==> src/hw/rtl/assert_macros.svh <==
// ----------------------------------------------------------------------------
// Assertion macros
// Concurrent assertion wrappers, compiled out for synthesis.
// ----------------------------------------------------------------------------
`ifndef ASSERT_MACROS_SVH
`define ASSERT_MACROS_SVH

`ifndef SYNTHESIS
// Property checked at every rising clock edge outside reset.
`define ASSERT_AT(lbl, clk, rst_n, prop, msg) \
  lbl: assert property (@(posedge clk) disable iff (!rst_n) prop) else $error(msg);
// Condition that must never be true outside reset.
`define ASSERT_NEVER(lbl, clk, rst_n, expr, msg) \
  lbl: assert property (@(posedge clk) disable iff (!rst_n) !(expr)) else $error(msg);
`else
`define ASSERT_AT(lbl, clk, rst_n, prop, msg)
`define ASSERT_NEVER(lbl, clk, rst_n, expr, msg)
`endif

`endif

==> src/hw/rtl/md5de_pkg.sv <==
// ----------------------------------------------------------------------------
// MD5 digest engine package
// Transaction types, control states and round tables.
// ----------------------------------------------------------------------------
package md5de_pkg;

  typedef struct packed {
    logic [31:0] message_word;
    logic [2:0]  byte_count;
    logic        final_item;
  } md5de_in_t;

  typedef struct packed {
    logic [31:0] digest_word;
    logic [1:0]  word_number;
    logic        digest_done;
  } md5de_out_t;

  typedef struct packed {
    logic [31:0] a;
    logic [31:0] b;
    logic [31:0] c;
    logic [31:0] d;
  } md5de_abcd_t;

  typedef enum logic [1:0] {
    ST_IDLE,
    ST_PAD,
    ST_COMP,
    ST_FINISH
  } md5de_state_e;

  localparam logic [31:0] INIT_A   = 32'h67452301;
  localparam logic [31:0] INIT_B   = 32'hefcdab89;
  localparam logic [31:0] INIT_C   = 32'h98badcfe;
  localparam logic [31:0] INIT_D   = 32'h10325476;
  localparam logic [31:0] PAD_WORD = 32'h00000080;

  localparam logic [2:0] FULL_COUNT = 3'd4;
  localparam logic [6:0] RND_LAST   = 7'd64;
  localparam logic [6:0] RND_ADD    = 7'd65;

  function automatic logic [3:0] msg_index(input logic [5:0] r);
    logic [3:0] i;
    logic [3:0] idx;
    i = r[3:0];
    case (r[5:4])
      2'd0:    idx = i;
      2'd1:    idx = 4'(i * 4'd5 + 4'd1);
      2'd2:    idx = 4'(i * 4'd3 + 4'd5);
      default: idx = 4'(i * 4'd7);
    endcase
    return idx;
  endfunction

  function automatic logic [4:0] rot_amount(input logic [5:0] r);
    logic [4:0] s;
    case ({r[5:4], r[1:0]})
      4'h0: s = 5'd7;
      4'h1: s = 5'd12;
      4'h2: s = 5'd17;
      4'h3: s = 5'd22;
      4'h4: s = 5'd5;
      4'h5: s = 5'd9;
      4'h6: s = 5'd14;
      4'h7: s = 5'd20;
      4'h8: s = 5'd4;
      4'h9: s = 5'd11;
      4'ha: s = 5'd16;
      4'hb: s = 5'd23;
      4'hc: s = 5'd6;
      4'hd: s = 5'd10;
      4'he: s = 5'd15;
      default: s = 5'd21;
    endcase
    return s;
  endfunction

  function automatic logic [31:0] round_const(input logic [5:0] r);
    logic [31:0] k;
    case (r)
      6'd0:  k = 32'hd76aa478;  6'd1:  k = 32'he8c7b756;
      6'd2:  k = 32'h242070db;  6'd3:  k = 32'hc1bdceee;
      6'd4:  k = 32'hf57c0faf;  6'd5:  k = 32'h4787c62a;
      6'd6:  k = 32'ha8304613;  6'd7:  k = 32'hfd469501;
      6'd8:  k = 32'h698098d8;  6'd9:  k = 32'h8b44f7af;
      6'd10: k = 32'hffff5bb1;  6'd11: k = 32'h895cd7be;
      6'd12: k = 32'h6b901122;  6'd13: k = 32'hfd987193;
      6'd14: k = 32'ha679438e;  6'd15: k = 32'h49b40821;
      6'd16: k = 32'hf61e2562;  6'd17: k = 32'hc040b340;
      6'd18: k = 32'h265e5a51;  6'd19: k = 32'he9b6c7aa;
      6'd20: k = 32'hd62f105d;  6'd21: k = 32'h02441453;
      6'd22: k = 32'hd8a1e681;  6'd23: k = 32'he7d3fbc8;
      6'd24: k = 32'h21e1cde6;  6'd25: k = 32'hc33707d6;
      6'd26: k = 32'hf4d50d87;  6'd27: k = 32'h455a14ed;
      6'd28: k = 32'ha9e3e905;  6'd29: k = 32'hfcefa3f8;
      6'd30: k = 32'h676f02d9;  6'd31: k = 32'h8d2a4c8a;
      6'd32: k = 32'hfffa3942;  6'd33: k = 32'h8771f681;
      6'd34: k = 32'h6d9d6122;  6'd35: k = 32'hfde5380c;
      6'd36: k = 32'ha4beea44;  6'd37: k = 32'h4bdecfa9;
      6'd38: k = 32'hf6bb4b60;  6'd39: k = 32'hbebfbc70;
      6'd40: k = 32'h289b7ec6;  6'd41: k = 32'heaa127fa;
      6'd42: k = 32'hd4ef3085;  6'd43: k = 32'h04881d05;
      6'd44: k = 32'hd9d4d039;  6'd45: k = 32'he6db99e5;
      6'd46: k = 32'h1fa27cf8;  6'd47: k = 32'hc4ac5665;
      6'd48: k = 32'hf4292244;  6'd49: k = 32'h432aff97;
      6'd50: k = 32'hab9423a7;  6'd51: k = 32'hfc93a039;
      6'd52: k = 32'h655b59c3;  6'd53: k = 32'h8f0ccc92;
      6'd54: k = 32'hffeff47d;  6'd55: k = 32'h85845dd1;
      6'd56: k = 32'h6fa87e4f;  6'd57: k = 32'hfe2ce6e0;
      6'd58: k = 32'ha3014314;  6'd59: k = 32'h4e0811a1;
      6'd60: k = 32'hf7537e82;  6'd61: k = 32'hbd3af235;
      6'd62: k = 32'h2ad7d2bb;  default: k = 32'heb86d391;
    endcase
    return k;
  endfunction

endpackage

==> src/hw/rtl/md5de_round.sv <==
// ----------------------------------------------------------------------------
// MD5 round datapath
// One MD5 round: boolean function, four-way add, rotate and state shift.
// ----------------------------------------------------------------------------
module md5de_round
  import md5de_pkg::*;
(
  input  md5de_abcd_t state_i,
  input  logic [31:0] msg_i,
  input  logic [5:0]  rnd_i,
  output md5de_abcd_t state_o
);

  logic [31:0] f;
  logic [31:0] t;
  logic [63:0] rot_wide;

  always_comb begin
    case (rnd_i[5:4])
      2'd0:    f = (state_i.b & state_i.c) | (~state_i.b & state_i.d);
      2'd1:    f = (state_i.d & state_i.b) | (~state_i.d & state_i.c);
      2'd2:    f = state_i.b ^ state_i.c ^ state_i.d;
      default: f = state_i.c ^ (state_i.b | ~state_i.d);
    endcase
  end

  assign t        = f + state_i.a + round_const(rnd_i) + msg_i;
  assign rot_wide = {t, t} << rot_amount(rnd_i);

  assign state_o.a = state_i.d;
  assign state_o.d = state_i.c;
  assign state_o.c = state_i.b;
  assign state_o.b = state_i.b + rot_wide[63:32];

endmodule

==> src/hw/rtl/md5_digest_engine_unit.sv <==
// ----------------------------------------------------------------------------
// MD5 digest engine
// Gathers 32-bit words into a 16-word block memory, compresses each full
// block and emits the four-word digest after padding on the last word.
// ----------------------------------------------------------------------------
// Each accepted word is written into the block memory; a full block then goes
// through compression (one round per cycle on the single read port).
// Input is accepted only while idle, not during padding, compression or the
// digest load. A last word adds padding words and one or two compressions,
// then 4 digest transactions drain from a buffer while the next message loads.
// Reset: asynchronous; chaining value to MD5 initial values, counts to zero.
module md5_digest_engine_unit
  import md5de_pkg::*;
(
  input  logic       clk_i,
  input  logic       rst_ni,
  input  logic       in_valid_i,
  output logic       in_ready_o,
  input  md5de_in_t  in_data_i,
  output logic       out_valid_o,
  input  logic       out_ready_i,
  output md5de_out_t out_data_o
);

  `include "assert_macros.svh"

  md5de_state_e state_q, state_d;

  logic [3:0]  fill_q;
  logic [63:0] len_q;
  logic        final_pend_q;
  logic        need80_q;
  logic        blocked_q;
  logic        len_done_q;
  logic [6:0]  rnd_q;
  md5de_abcd_t cv_q;
  md5de_abcd_t work_q;
  md5de_abcd_t round_out;

  logic [31:0] mem_q [16];
  logic [31:0] rdata_q;
  logic [3:0]  rd_addr;

  logic [31:0] obuf_q [4];
  logic        obusy_q;
  logic [1:0]  oidx_q;

  logic        in_fire;
  logic        out_fire;
  logic        short_last;
  logic [2:0]  cnt_eff;
  logic [31:0] keep_mask;
  logic [31:0] acc_word;
  logic [31:0] pad_word;
  logic        wr_en;
  logic [31:0] wr_data;
  logic        load_out;

  assign in_ready_o  = (state_q == ST_IDLE);
  assign in_fire     = in_valid_i && in_ready_o;
  assign out_valid_o = obusy_q;
  assign out_fire    = out_valid_o && out_ready_i;
  assign load_out    = (state_q == ST_FINISH) && !obusy_q;

  assign out_data_o.digest_word = obuf_q[oidx_q];
  assign out_data_o.word_number = oidx_q;
  assign out_data_o.digest_done = (oidx_q == 2'd3);

  // Build the word to store: message word, padded short word or padding.
  always_comb begin
    short_last = in_data_i.final_item && (in_data_i.byte_count < FULL_COUNT);
    cnt_eff    = short_last ? in_data_i.byte_count : FULL_COUNT;
    case (in_data_i.byte_count[1:0])
      2'd0:    keep_mask = 32'h00000000;
      2'd1:    keep_mask = 32'h000000ff;
      2'd2:    keep_mask = 32'h0000ffff;
      default: keep_mask = 32'h00ffffff;
    endcase
    if (short_last) begin
      acc_word = (in_data_i.message_word & keep_mask) |
                 (PAD_WORD << {in_data_i.byte_count[1:0], 3'b000});
    end else begin
      acc_word = in_data_i.message_word;
    end
    if (need80_q) begin
      pad_word = PAD_WORD;
    end else if (!blocked_q && fill_q == 4'd14) begin
      pad_word = len_q[31:0];
    end else if (!blocked_q && fill_q == 4'd15) begin
      pad_word = len_q[63:32];
    end else begin
      pad_word = '0;
    end
  end

  always_comb begin
    wr_en   = in_fire || (state_q == ST_PAD);
    wr_data = (state_q == ST_PAD) ? pad_word : acc_word;
    rd_addr = msg_index(rnd_q[5:0]);
  end

  always_comb begin
    state_d = state_q;
    unique case (state_q)
      ST_IDLE: begin
        if (in_fire) begin
          if (fill_q == 4'd15) begin
            state_d = ST_COMP;
          end else if (in_data_i.final_item) begin
            state_d = ST_PAD;
          end
        end
      end
      ST_PAD: begin
        if (fill_q == 4'd15) begin
          state_d = ST_COMP;
        end
      end
      ST_COMP: begin
        if (rnd_q == RND_ADD) begin
          if (len_done_q) begin
            state_d = ST_FINISH;
          end else if (final_pend_q) begin
            state_d = ST_PAD;
          end else begin
            state_d = ST_IDLE;
          end
        end
      end
      ST_FINISH: begin
        if (!obusy_q) begin
          state_d = ST_IDLE;
        end
      end
      default: state_d = ST_IDLE;
    endcase
  end

  md5de_round u_round (
    .state_i (work_q),
    .msg_i   (rdata_q),
    .rnd_i   (6'(rnd_q - 7'd1)),
    .state_o (round_out)
  );

  // Block memory: one write port, one registered read port.
  always_ff @(posedge clk_i) begin
    if (wr_en) begin
      mem_q[fill_q] <= wr_data;
    end
    rdata_q <= mem_q[rd_addr];
  end

  always_ff @(posedge clk_i) begin
    if (state_q == ST_COMP) begin
      if (rnd_q == '0) begin
        work_q <= cv_q;
      end else if (rnd_q <= RND_LAST) begin
        work_q <= round_out;
      end
    end
    if (load_out) begin
      obuf_q[0] <= cv_q.a;
      obuf_q[1] <= cv_q.b;
      obuf_q[2] <= cv_q.c;
      obuf_q[3] <= cv_q.d;
    end
  end

  always_ff @(posedge clk_i or negedge rst_ni) begin
    if (!rst_ni) begin
      state_q      <= ST_IDLE;
      fill_q       <= '0;
      len_q        <= '0;
      final_pend_q <= 1'b0;
      need80_q     <= 1'b0;
      blocked_q    <= 1'b0;
      len_done_q   <= 1'b0;
      rnd_q        <= '0;
      cv_q         <= '{a: INIT_A, b: INIT_B, c: INIT_C, d: INIT_D};
      obusy_q      <= 1'b0;
      oidx_q       <= '0;
    end else begin
      state_q <= state_d;
      if (wr_en) begin
        fill_q <= fill_q + 4'd1;
      end
      if (in_fire) begin
        len_q        <= len_q + 64'({cnt_eff, 3'b000});
        final_pend_q <= in_data_i.final_item;
        need80_q     <= in_data_i.final_item && !short_last;
        blocked_q    <= short_last && (fill_q >= 4'd14);
      end
      if (state_q == ST_PAD) begin
        if (need80_q) begin
          need80_q <= 1'b0;
          if (fill_q >= 4'd14) begin
            blocked_q <= 1'b1;
          end
        end else if (!blocked_q && fill_q == 4'd15) begin
          len_done_q <= 1'b1;
        end
      end
      if (state_q == ST_COMP) begin
        if (rnd_q == RND_ADD) begin
          rnd_q     <= '0;
          blocked_q <= 1'b0;
          cv_q.a    <= cv_q.a + work_q.a;
          cv_q.b    <= cv_q.b + work_q.b;
          cv_q.c    <= cv_q.c + work_q.c;
          cv_q.d    <= cv_q.d + work_q.d;
        end else begin
          rnd_q <= rnd_q + 7'd1;
        end
      end
      if (load_out) begin
        obusy_q      <= 1'b1;
        oidx_q       <= '0;
        cv_q         <= '{a: INIT_A, b: INIT_B, c: INIT_C, d: INIT_D};
        len_q        <= '0;
        final_pend_q <= 1'b0;
        need80_q     <= 1'b0;
        blocked_q    <= 1'b0;
        len_done_q   <= 1'b0;
      end
      if (out_fire) begin
        oidx_q <= oidx_q + 2'd1;
        if (oidx_q == 2'd3) begin
          obusy_q <= 1'b0;
        end
      end
    end
  end

  `ASSERT_AT(a_comp_fill, clk_i, rst_ni, state_q == ST_COMP |-> fill_q == '0,
             "block not full at compression")
  `ASSERT_AT(a_rnd_idle, clk_i, rst_ni, state_q != ST_COMP |-> rnd_q == '0,
             "round counter left running")
  `ASSERT_AT(a_hold_digest, clk_i, rst_ni,
             state_q == ST_FINISH && obusy_q |=> state_q == ST_FINISH,
             "digest overwrote output buffer")
  `ASSERT_NEVER(a_len_orphan, clk_i, rst_ni, len_done_q && (!final_pend_q || need80_q),
                "length written before padding byte")

endmodule

==> config.mk <==
export PLATFORM = sky130hd
export DESIGN_NAME = md5_digest_engine_unit
export DESIGN_NICKNAME = d
export VERILOG_FILES = /design/src/hw/rtl/md5de_pkg.sv /design/src/hw/rtl/md5de_round.sv /design/src/hw/rtl/md5_digest_engine_unit.sv
export VERILOG_INCLUDE_DIRS = /design/src /design/src/hw/rtl
export SDC_FILE = /design/constraint.sdc
export NUM_CORES = 2
export LEC_CHECK = 0
export BUFFER_PORTS_ARGS = -buffer_cell sky130_fd_sc_hd__clkbuf_2
export CORE_MARGIN = 1
export CORE_UTILIZATION = 30
export CTS_CLUSTER_SIZE = 10
export DETAILED_ROUTE_END_ITERATION = 6
export GPL_TIMING_DRIVEN = 0
export PLACE_DENSITY = 0.55
export RECOVER_POWER = 100
export REMOVE_ABC_BUFFERS = 1
export SLEW_MARGIN = 20
export SYNTH_ARGS = -nofsm -noshare
export SYNTH_HDL_FRONTEND = slang
export SYNTH_SLANG_ARGS = --single-unit
==> constraint.sdc <==
create_clock -name clk_i -period 10.55 [get_ports clk_i]
set_input_delay 1.055 -clock clk_i [delete_from_list [all_inputs] [get_ports clk_i]]
set_output_delay 1.055 -clock clk_i [all_outputs]
set_load 0.1 [all_outputs]
# Yosys cells after proc, flatten, opt, wreduce, memory -nomap -nowiden
# Memory sizes are Yosys's and may differ from the RTL's. A register that Yosys moved wholly into a read port is not among the register bits.
# Index checks and enable logic that the tools add are counted.
[word_totals]
reg_bits = 340
ram_bits = 640
rom_bits = 2128
output_inout_bits = 37
elab_cells = 158
memories = 4
[op_classes]
addsub = 15
multipliers = 3
order_cmp = 3
eq_ne = 19
shift = 2
n_mux = 52
bitwise = 14
n_reduce_logical = 28
[memory_table]
columns = ["name", "words", "width", "rd", "rd_ports_with_merged_regs", "write_ports", "line", "rtl"]
rows = [
  ["(name not given)", 64, 32, 1, 0, 0, "md5de_pkg.sv:81", "case (r)"],
  ["mem_q", 16, 32, 1, 1, 1, "md5_digest_engine_unit.sv:40", "logic [31:0] mem_q [16];"],
  ["obuf_q", 4, 32, 1, 0, 4, "md5_digest_engine_unit.sv:44", "logic [31:0] obuf_q [4];"],
  ["(name not given)", 16, 5, 1, 0, 0, "md5de_pkg.sv:58", "case ({r[5:4], r[1:0]})"],
]
[op_table]
columns = ["cell", "count"]
rows = [
  ["two-way mux 128 bit", 5],
  ["adder 32 bit", 8],
  ["AND 32 bit", 5],
  ["two-way mux 32 bit", 5],
  ["two-way mux 64 bit", 2],
  ["OR 32 bit", 4],
  ["case mux 32 bit (3 select lines)", 1],
  ["XOR 32 bit", 3],
  ["case mux 24 bit (3 select lines)", 1],
  ["adder 64 x 6 -> 64 bit", 1],
  ["NOT 32 bit", 2],
  ["left shift 64 x 5 -> 64 bit", 1],
  ["left shift 8 x 5 -> 32 bit (first input constant)", 1],
  ["two-way mux 1 bit", 25],
  ["two-way mux 2 bit", 9],
  ["nonzero test 2 bit", 7],
  ["equality test 2 bit (second input constant)", 6],
  ["case mux 4 bit (3 select lines)", 1],
  ["adder 4 x 1 -> 4 bit (second input constant)", 2],
  ["equality test 2 x 1 -> 1 bit (second input constant)", 4],
  ["equality test 4 bit (second input constant)", 2],
  ["logical AND 1 bit", 8],
  ["logical NOT 2 bit", 4],
  ["multiplier 4 x 3 -> 4 bit (second input constant)", 2],
  ["other kinds (21)", 27],
]

# Depth between registers and ports, before layout
[depth]
ltp_word = 11
mapped_depth = 45

# Hierarchy
# From an unflattened synthesis, not the netlist that was laid out.
[unflattened]
cells_unflattened = 5154
area_unflattened_um2 = 59370.7
[by_module_without_submodules]
columns = ["mod", "n_inst", "cells_each", "area_each_um2", "seq_area_each_um2"]
rows = [
  ["md5_digest_engine_unit", 1, 3201, 46315.7, 29012.8],
  ["md5de_round", 1, 1953, 13055.0, 0.0],
]

# Worst setup path after synthesis
# OpenSTA, ideal clock, no wires.
[synth_path]
kind = "register to register"
start = "register rnd_q[0]"
end = "register work_q[95] (netlist bit), data pin"
arrival_ns = 10.306
setup_slack_ns = -0.021
stages_incl_launch_ff = 44
period_less_slack_ns = 10.571
cell_sequence = "dfrtp_1 > inv_1 > clkbuf_1 > clkbuf_1 > ha_1 > inv_1 > ha_1 > clkbuf_2 > clkbuf_1 > clkbuf_1 > clkbuf_1 > o211ai_1 > a21oi_1 > nor3_1 > a211oi_1 > fa_1 > fa_1 > inv_1 > [8 not listed] > o31a_1 > or2_1 > mux4_2 > mux2i_4 > mux2i_1 > o21ai_0 > ha_1 > a211oi_1 > o21ai_0 > a221o_1 > a31oi_1 > a211o_1 > o21ai_0 > a41o_1 > mux2_2 > nor3_1 > o221a_2 > a211oi_2"
[synth_via]
elab_chain_cells = 10
elab_cells_between_ends = 15
cone_classes = "add/sub (5); eq/ne (2); shift (1); mux (3); reduce/logical (2); memory (2)"
[synth_rtl]
columns = ["item", "line", "rtl"]
rows = [
  ["start, declared", "md5_digest_engine_unit.sv:35", "logic [6:0] rnd_q;"],
  ["start signal, assigned", "md5_digest_engine_unit.sv:213", "rnd_q <= rnd_q + 7'd1;"],
  ["subtractor 6 x 1 -> 6 bit", "md5_digest_engine_unit.sv:142", ".rnd_i (6'(rnd_q - 7'd1)),"],
  ["equality test 2 bit, or another cell as far along", "md5de_round.sv:19", "case (rnd_i[5:4])"],
  ["case mux 32 bit (3 select lines)", "md5de_round.sv:19", ""],
  ["adder 32 bit (3 in series)", "md5de_round.sv:27", "assign t = f + state_i.a + round_const(rnd_i) + msg_i;"],
  ["left shift 64 x 5 -> 64 bit", "md5de_round.sv:28", "assign rot_wide = {t, t} << rot_amount(rnd_i);"],
  ["adder 32 bit", "md5de_round.sv:33", "assign state_o.b = state_i.b + rot_wide[63:32];"],
  ["two-way mux 128 bit", "md5_digest_engine_unit.sv:158", "end else if (rnd_q <= RND_LAST) begin"],
  ["two-way mux 128 bit *", "md5_digest_engine_unit.sv:156", "if (rnd_q == '0) begin"],
  ["end signal, assigned", "md5_digest_engine_unit.sv:157", "work_q <= cv_q;"],
  ["end signal, assigned", "md5_digest_engine_unit.sv:159", "work_q <= round_out;"],
  ["end, declared", "md5_digest_engine_unit.sv:37", "md5de_abcd_t work_q;"],
]
# Mark *: on every way between the ends. The rest lies on a longest branch, timed or not. The select of a mux whose other input is x is not followed.
# A chain may end at the register's enable or synchronous reset.

# Final worst setup path
# Same ends and word-level chain as after synthesis.

==> impl_metrics.tcl <==
set metrics [dict create \
    max_stage_delay_ns 0.57 \
    failed_checks "max-capacitance violations, max-slew violations" \
    min_period_ns 10.25 \
    clock_latency_ns 0.79 \
    async_flop_share_pct 20.7 \
    hold_depth 0 \
    setup_violations 0 \
    grt_max_degree 79 \
    worstSetupStartpointType "flip-flop" \
    num_rows 161 \
    routabilityCongestion 0.908 \
    r2r_cells 39 \
    die_w_um 442 \
    core-area_um2 193000 \
    antenna_found_initial 6 \
    ys_seq_elements 1009 \
    worst_ep_arrival_time_ns 10.76 \
    end_kind "flip-flop" \
    grt_pass1_wl_mm 268 \
    final_cells 7955 \
    drcViolationCount 0 \
    n_fill_cell 19158 \
    finalCritPeriodShare_pct 97.1 \
    grt_pass1_vias 42005 \
    timing.rr.start "rnd_q[0]" \
    hpwlAfterDp_mm 126 \
    layout_commonest_cell "edfxtp_1" \
    hold_viol_final 0 \
    yosysWarnings 0 \
    slowest_stage "o311ai_0" \
    ios 77 \
    worst-setup-path-type "reg2reg" \
    synthDistinctLibCells 107 \
    vias 43133 \
    synth-edff-count 768 \
    initial_core_util_pct 30.2 \
    cts_sinks 1009 \
    design_area_um2 66400 \
    drive_gt1_share_pct 11.3 \
    grt_util_all_layers_pct 17.9 \
    routedWlPerCell_um 22.7 \
    ys.flop_type "edfxtp_1" \
    min_from "cv_q[127]" \
    hold_buffers 0 \
    syn_to_final_growth_pct 14.2 \
    fin_skew_ns 0.0500 \
    portBuffers 76 \
    path_clk_slew_ns 0.07 \
    cts-root-buf "clkbuf_16" \
    syn_inst 5219 \
    die-area_um2 196000 \
    grt_overflow 0 \
    syn_area_per_cell_um2 11.1 \
    dp.cells 7676 \
    routed_wl_mm 181 \
    htreeDepth 3 \
    place_area_um2 63500 \
    maxCapViolCount 31 \
    slew_headroom_pct -204 \
    status "complete, but fails checks" \
    fp.dieH_um 442 \
    layout_common_cells "edfxtp_1, nand2_1, o21ai_0, nor2_1, a21oi_1" \
    nNetsFinal 5659 \
    fin_setup_tns_ns 0 \
    worst_slew_pin_slew_ns 4.56 \
    min_path_type "reg2reg" \
    min_to "obuf_q[0][31]" \
    clk_path_buf_depth 3 \
    first_pass_iters 6 \
    worstPathMaxFanout 14 \
    seq_area_frac_synth_pct 49.9 \
    cts_made_buffers 114 \
    drtAntennaViolNets 0 \
    via_per_inst 5.42 \
    finalMaxSlewViolations 856 \
    cts_tree "done" \
    crit_path_start "rnd_q[0]" \
    first_iter_violations 4344 \
    synth_area_um2 58100 \
    timing.rr.end "work_q[95]" \
    fmax_mhz 97.6 \
    reg2reg_slack_ns 0.30 \
    required_ns 11.06 \
]
-- critical path, delay by kind of cell, from the launching register on --
family	cells	cell delay, ns
AND/OR/NAND/NOR	6	1.45
adder cells (fa/ha/maj)	6	2.30
flip-flops	1	0.56
buffers and inverters	7	0.98
multiplexers	1	0.29
AO/OA/AOI/OAI	19	4.35
-- layer usage --
metal,routed length [um],track usage [%],up-vias
li1,-,-,19647
met1,79800,24.6,21704
met2,83900,29.0,1464
met3,11200,2.62,318
met4,5970,5.68,0
met5,0,0,-
-- stage by stage --
stage | setup slack (ns) | hold WS [ns] | utilization, %
after floorplan | -3.35 | 0.467 | -
after global placement | -11.63 | 0.491 | 31.4
after detailed placement | -3.74 | 0.499 | 33.0
after CTS | 0.0185 | 0.291 | 35.1
after global routing | -0.0153 | 0.487 | 34.5
final | 0.301 | 0.484 | 34.5
-- final cells by class --
class                   count  area [um^2]  area share (%)
flip-flops and latches   1009        29000            43.7
clock inverters             9          148           0.222
repair inverters            2         16.3          0.0245
well taps                2526         3160            4.76
clock buffers             209         3330            5.02
repair buffers            276         2160            3.26
diodes                      1         2.50         0.00377
multi-input cells        3720        27700            41.8
inverters                 203          801            1.21
-- registers in the layout, summed over array words and instances (netlist names) --
| name | count |
|---|---|
| obuf_q | 128 |
| len_q | 61 |
| len_done_q | 1 |
| rnd_q | 7 |
| need80_q | 1 |
| rdata_q | 32 |
| cv_q | 128 |
| fill_q | 4 |
| out_valid_o | 1 |
| oidx_q | 2 |
| blocked_q | 1 |
| final_pend_q | 1 |
| state_q | 2 |
| mem_q | 512 |
| work_q | 128 |
-- cells in the mapped netlist (all sizes together) (85+ instances only) --
| cell | count | area, um^2 |
|---|---|---|
| nand2 | 643 | 2420 |
| ha | 222 | 2780 |
| clkbuf | 204 | 775 |
| a21oi | 308 | 1550 |
| mux4 | 172 | 3870 |
| edfxtp | 768 | 23100 |
| dfrtp | 145 | 3630 |
| mux2i | 128 | 1310 |
| inv | 199 | 747 |
| buf | 85 | 392 |
| a211oi | 109 | 823 |
| xnor2 | 167 | 1490 |
| o21ai | 378 | 1900 |
| nor3 | 104 | 521 |
| nor2 | 348 | 1310 |
| nand3 | 126 | 641 |
| xor2 | 112 | 981 |
-- logic make-up after synthesis --
family,share of synthesized area (%)
adder cells (fa/ha/maj),7.22
multiplexers,9.12
XOR/XNOR,4.25
AO/OA/AOI/OAI,14.4
AND/OR/NAND/NOR,11.8
buffers and inverters,3.32
flip-flops,49.9
-- how the worst max path moves through the flow --
stage,endpoint,depth (start not counted)
after CTS,work_q[90],41
after global routing,work_q[95],44
final,work_q[95],39
after detailed placement,work_q[90],39
after global placement,work_q[90],31
after floorplan,work_q[90],34
-- timing repair --
| action | CTS | global route |
|---|---|---|
| setup buffers | 31 | 23 |
| gates cloned | 5 | 1 |
| setup endpoints to repair | 32 | 11 |
| pin swaps | 11 | 14 |
| gates resized for setup | 73 | 36 |
| hold endpoints to repair | 0 | 0 |
Power is left out: the tool's default activity adds up to more than one toggle a clock period on the data nets, which glitch-free logic cannot reach.
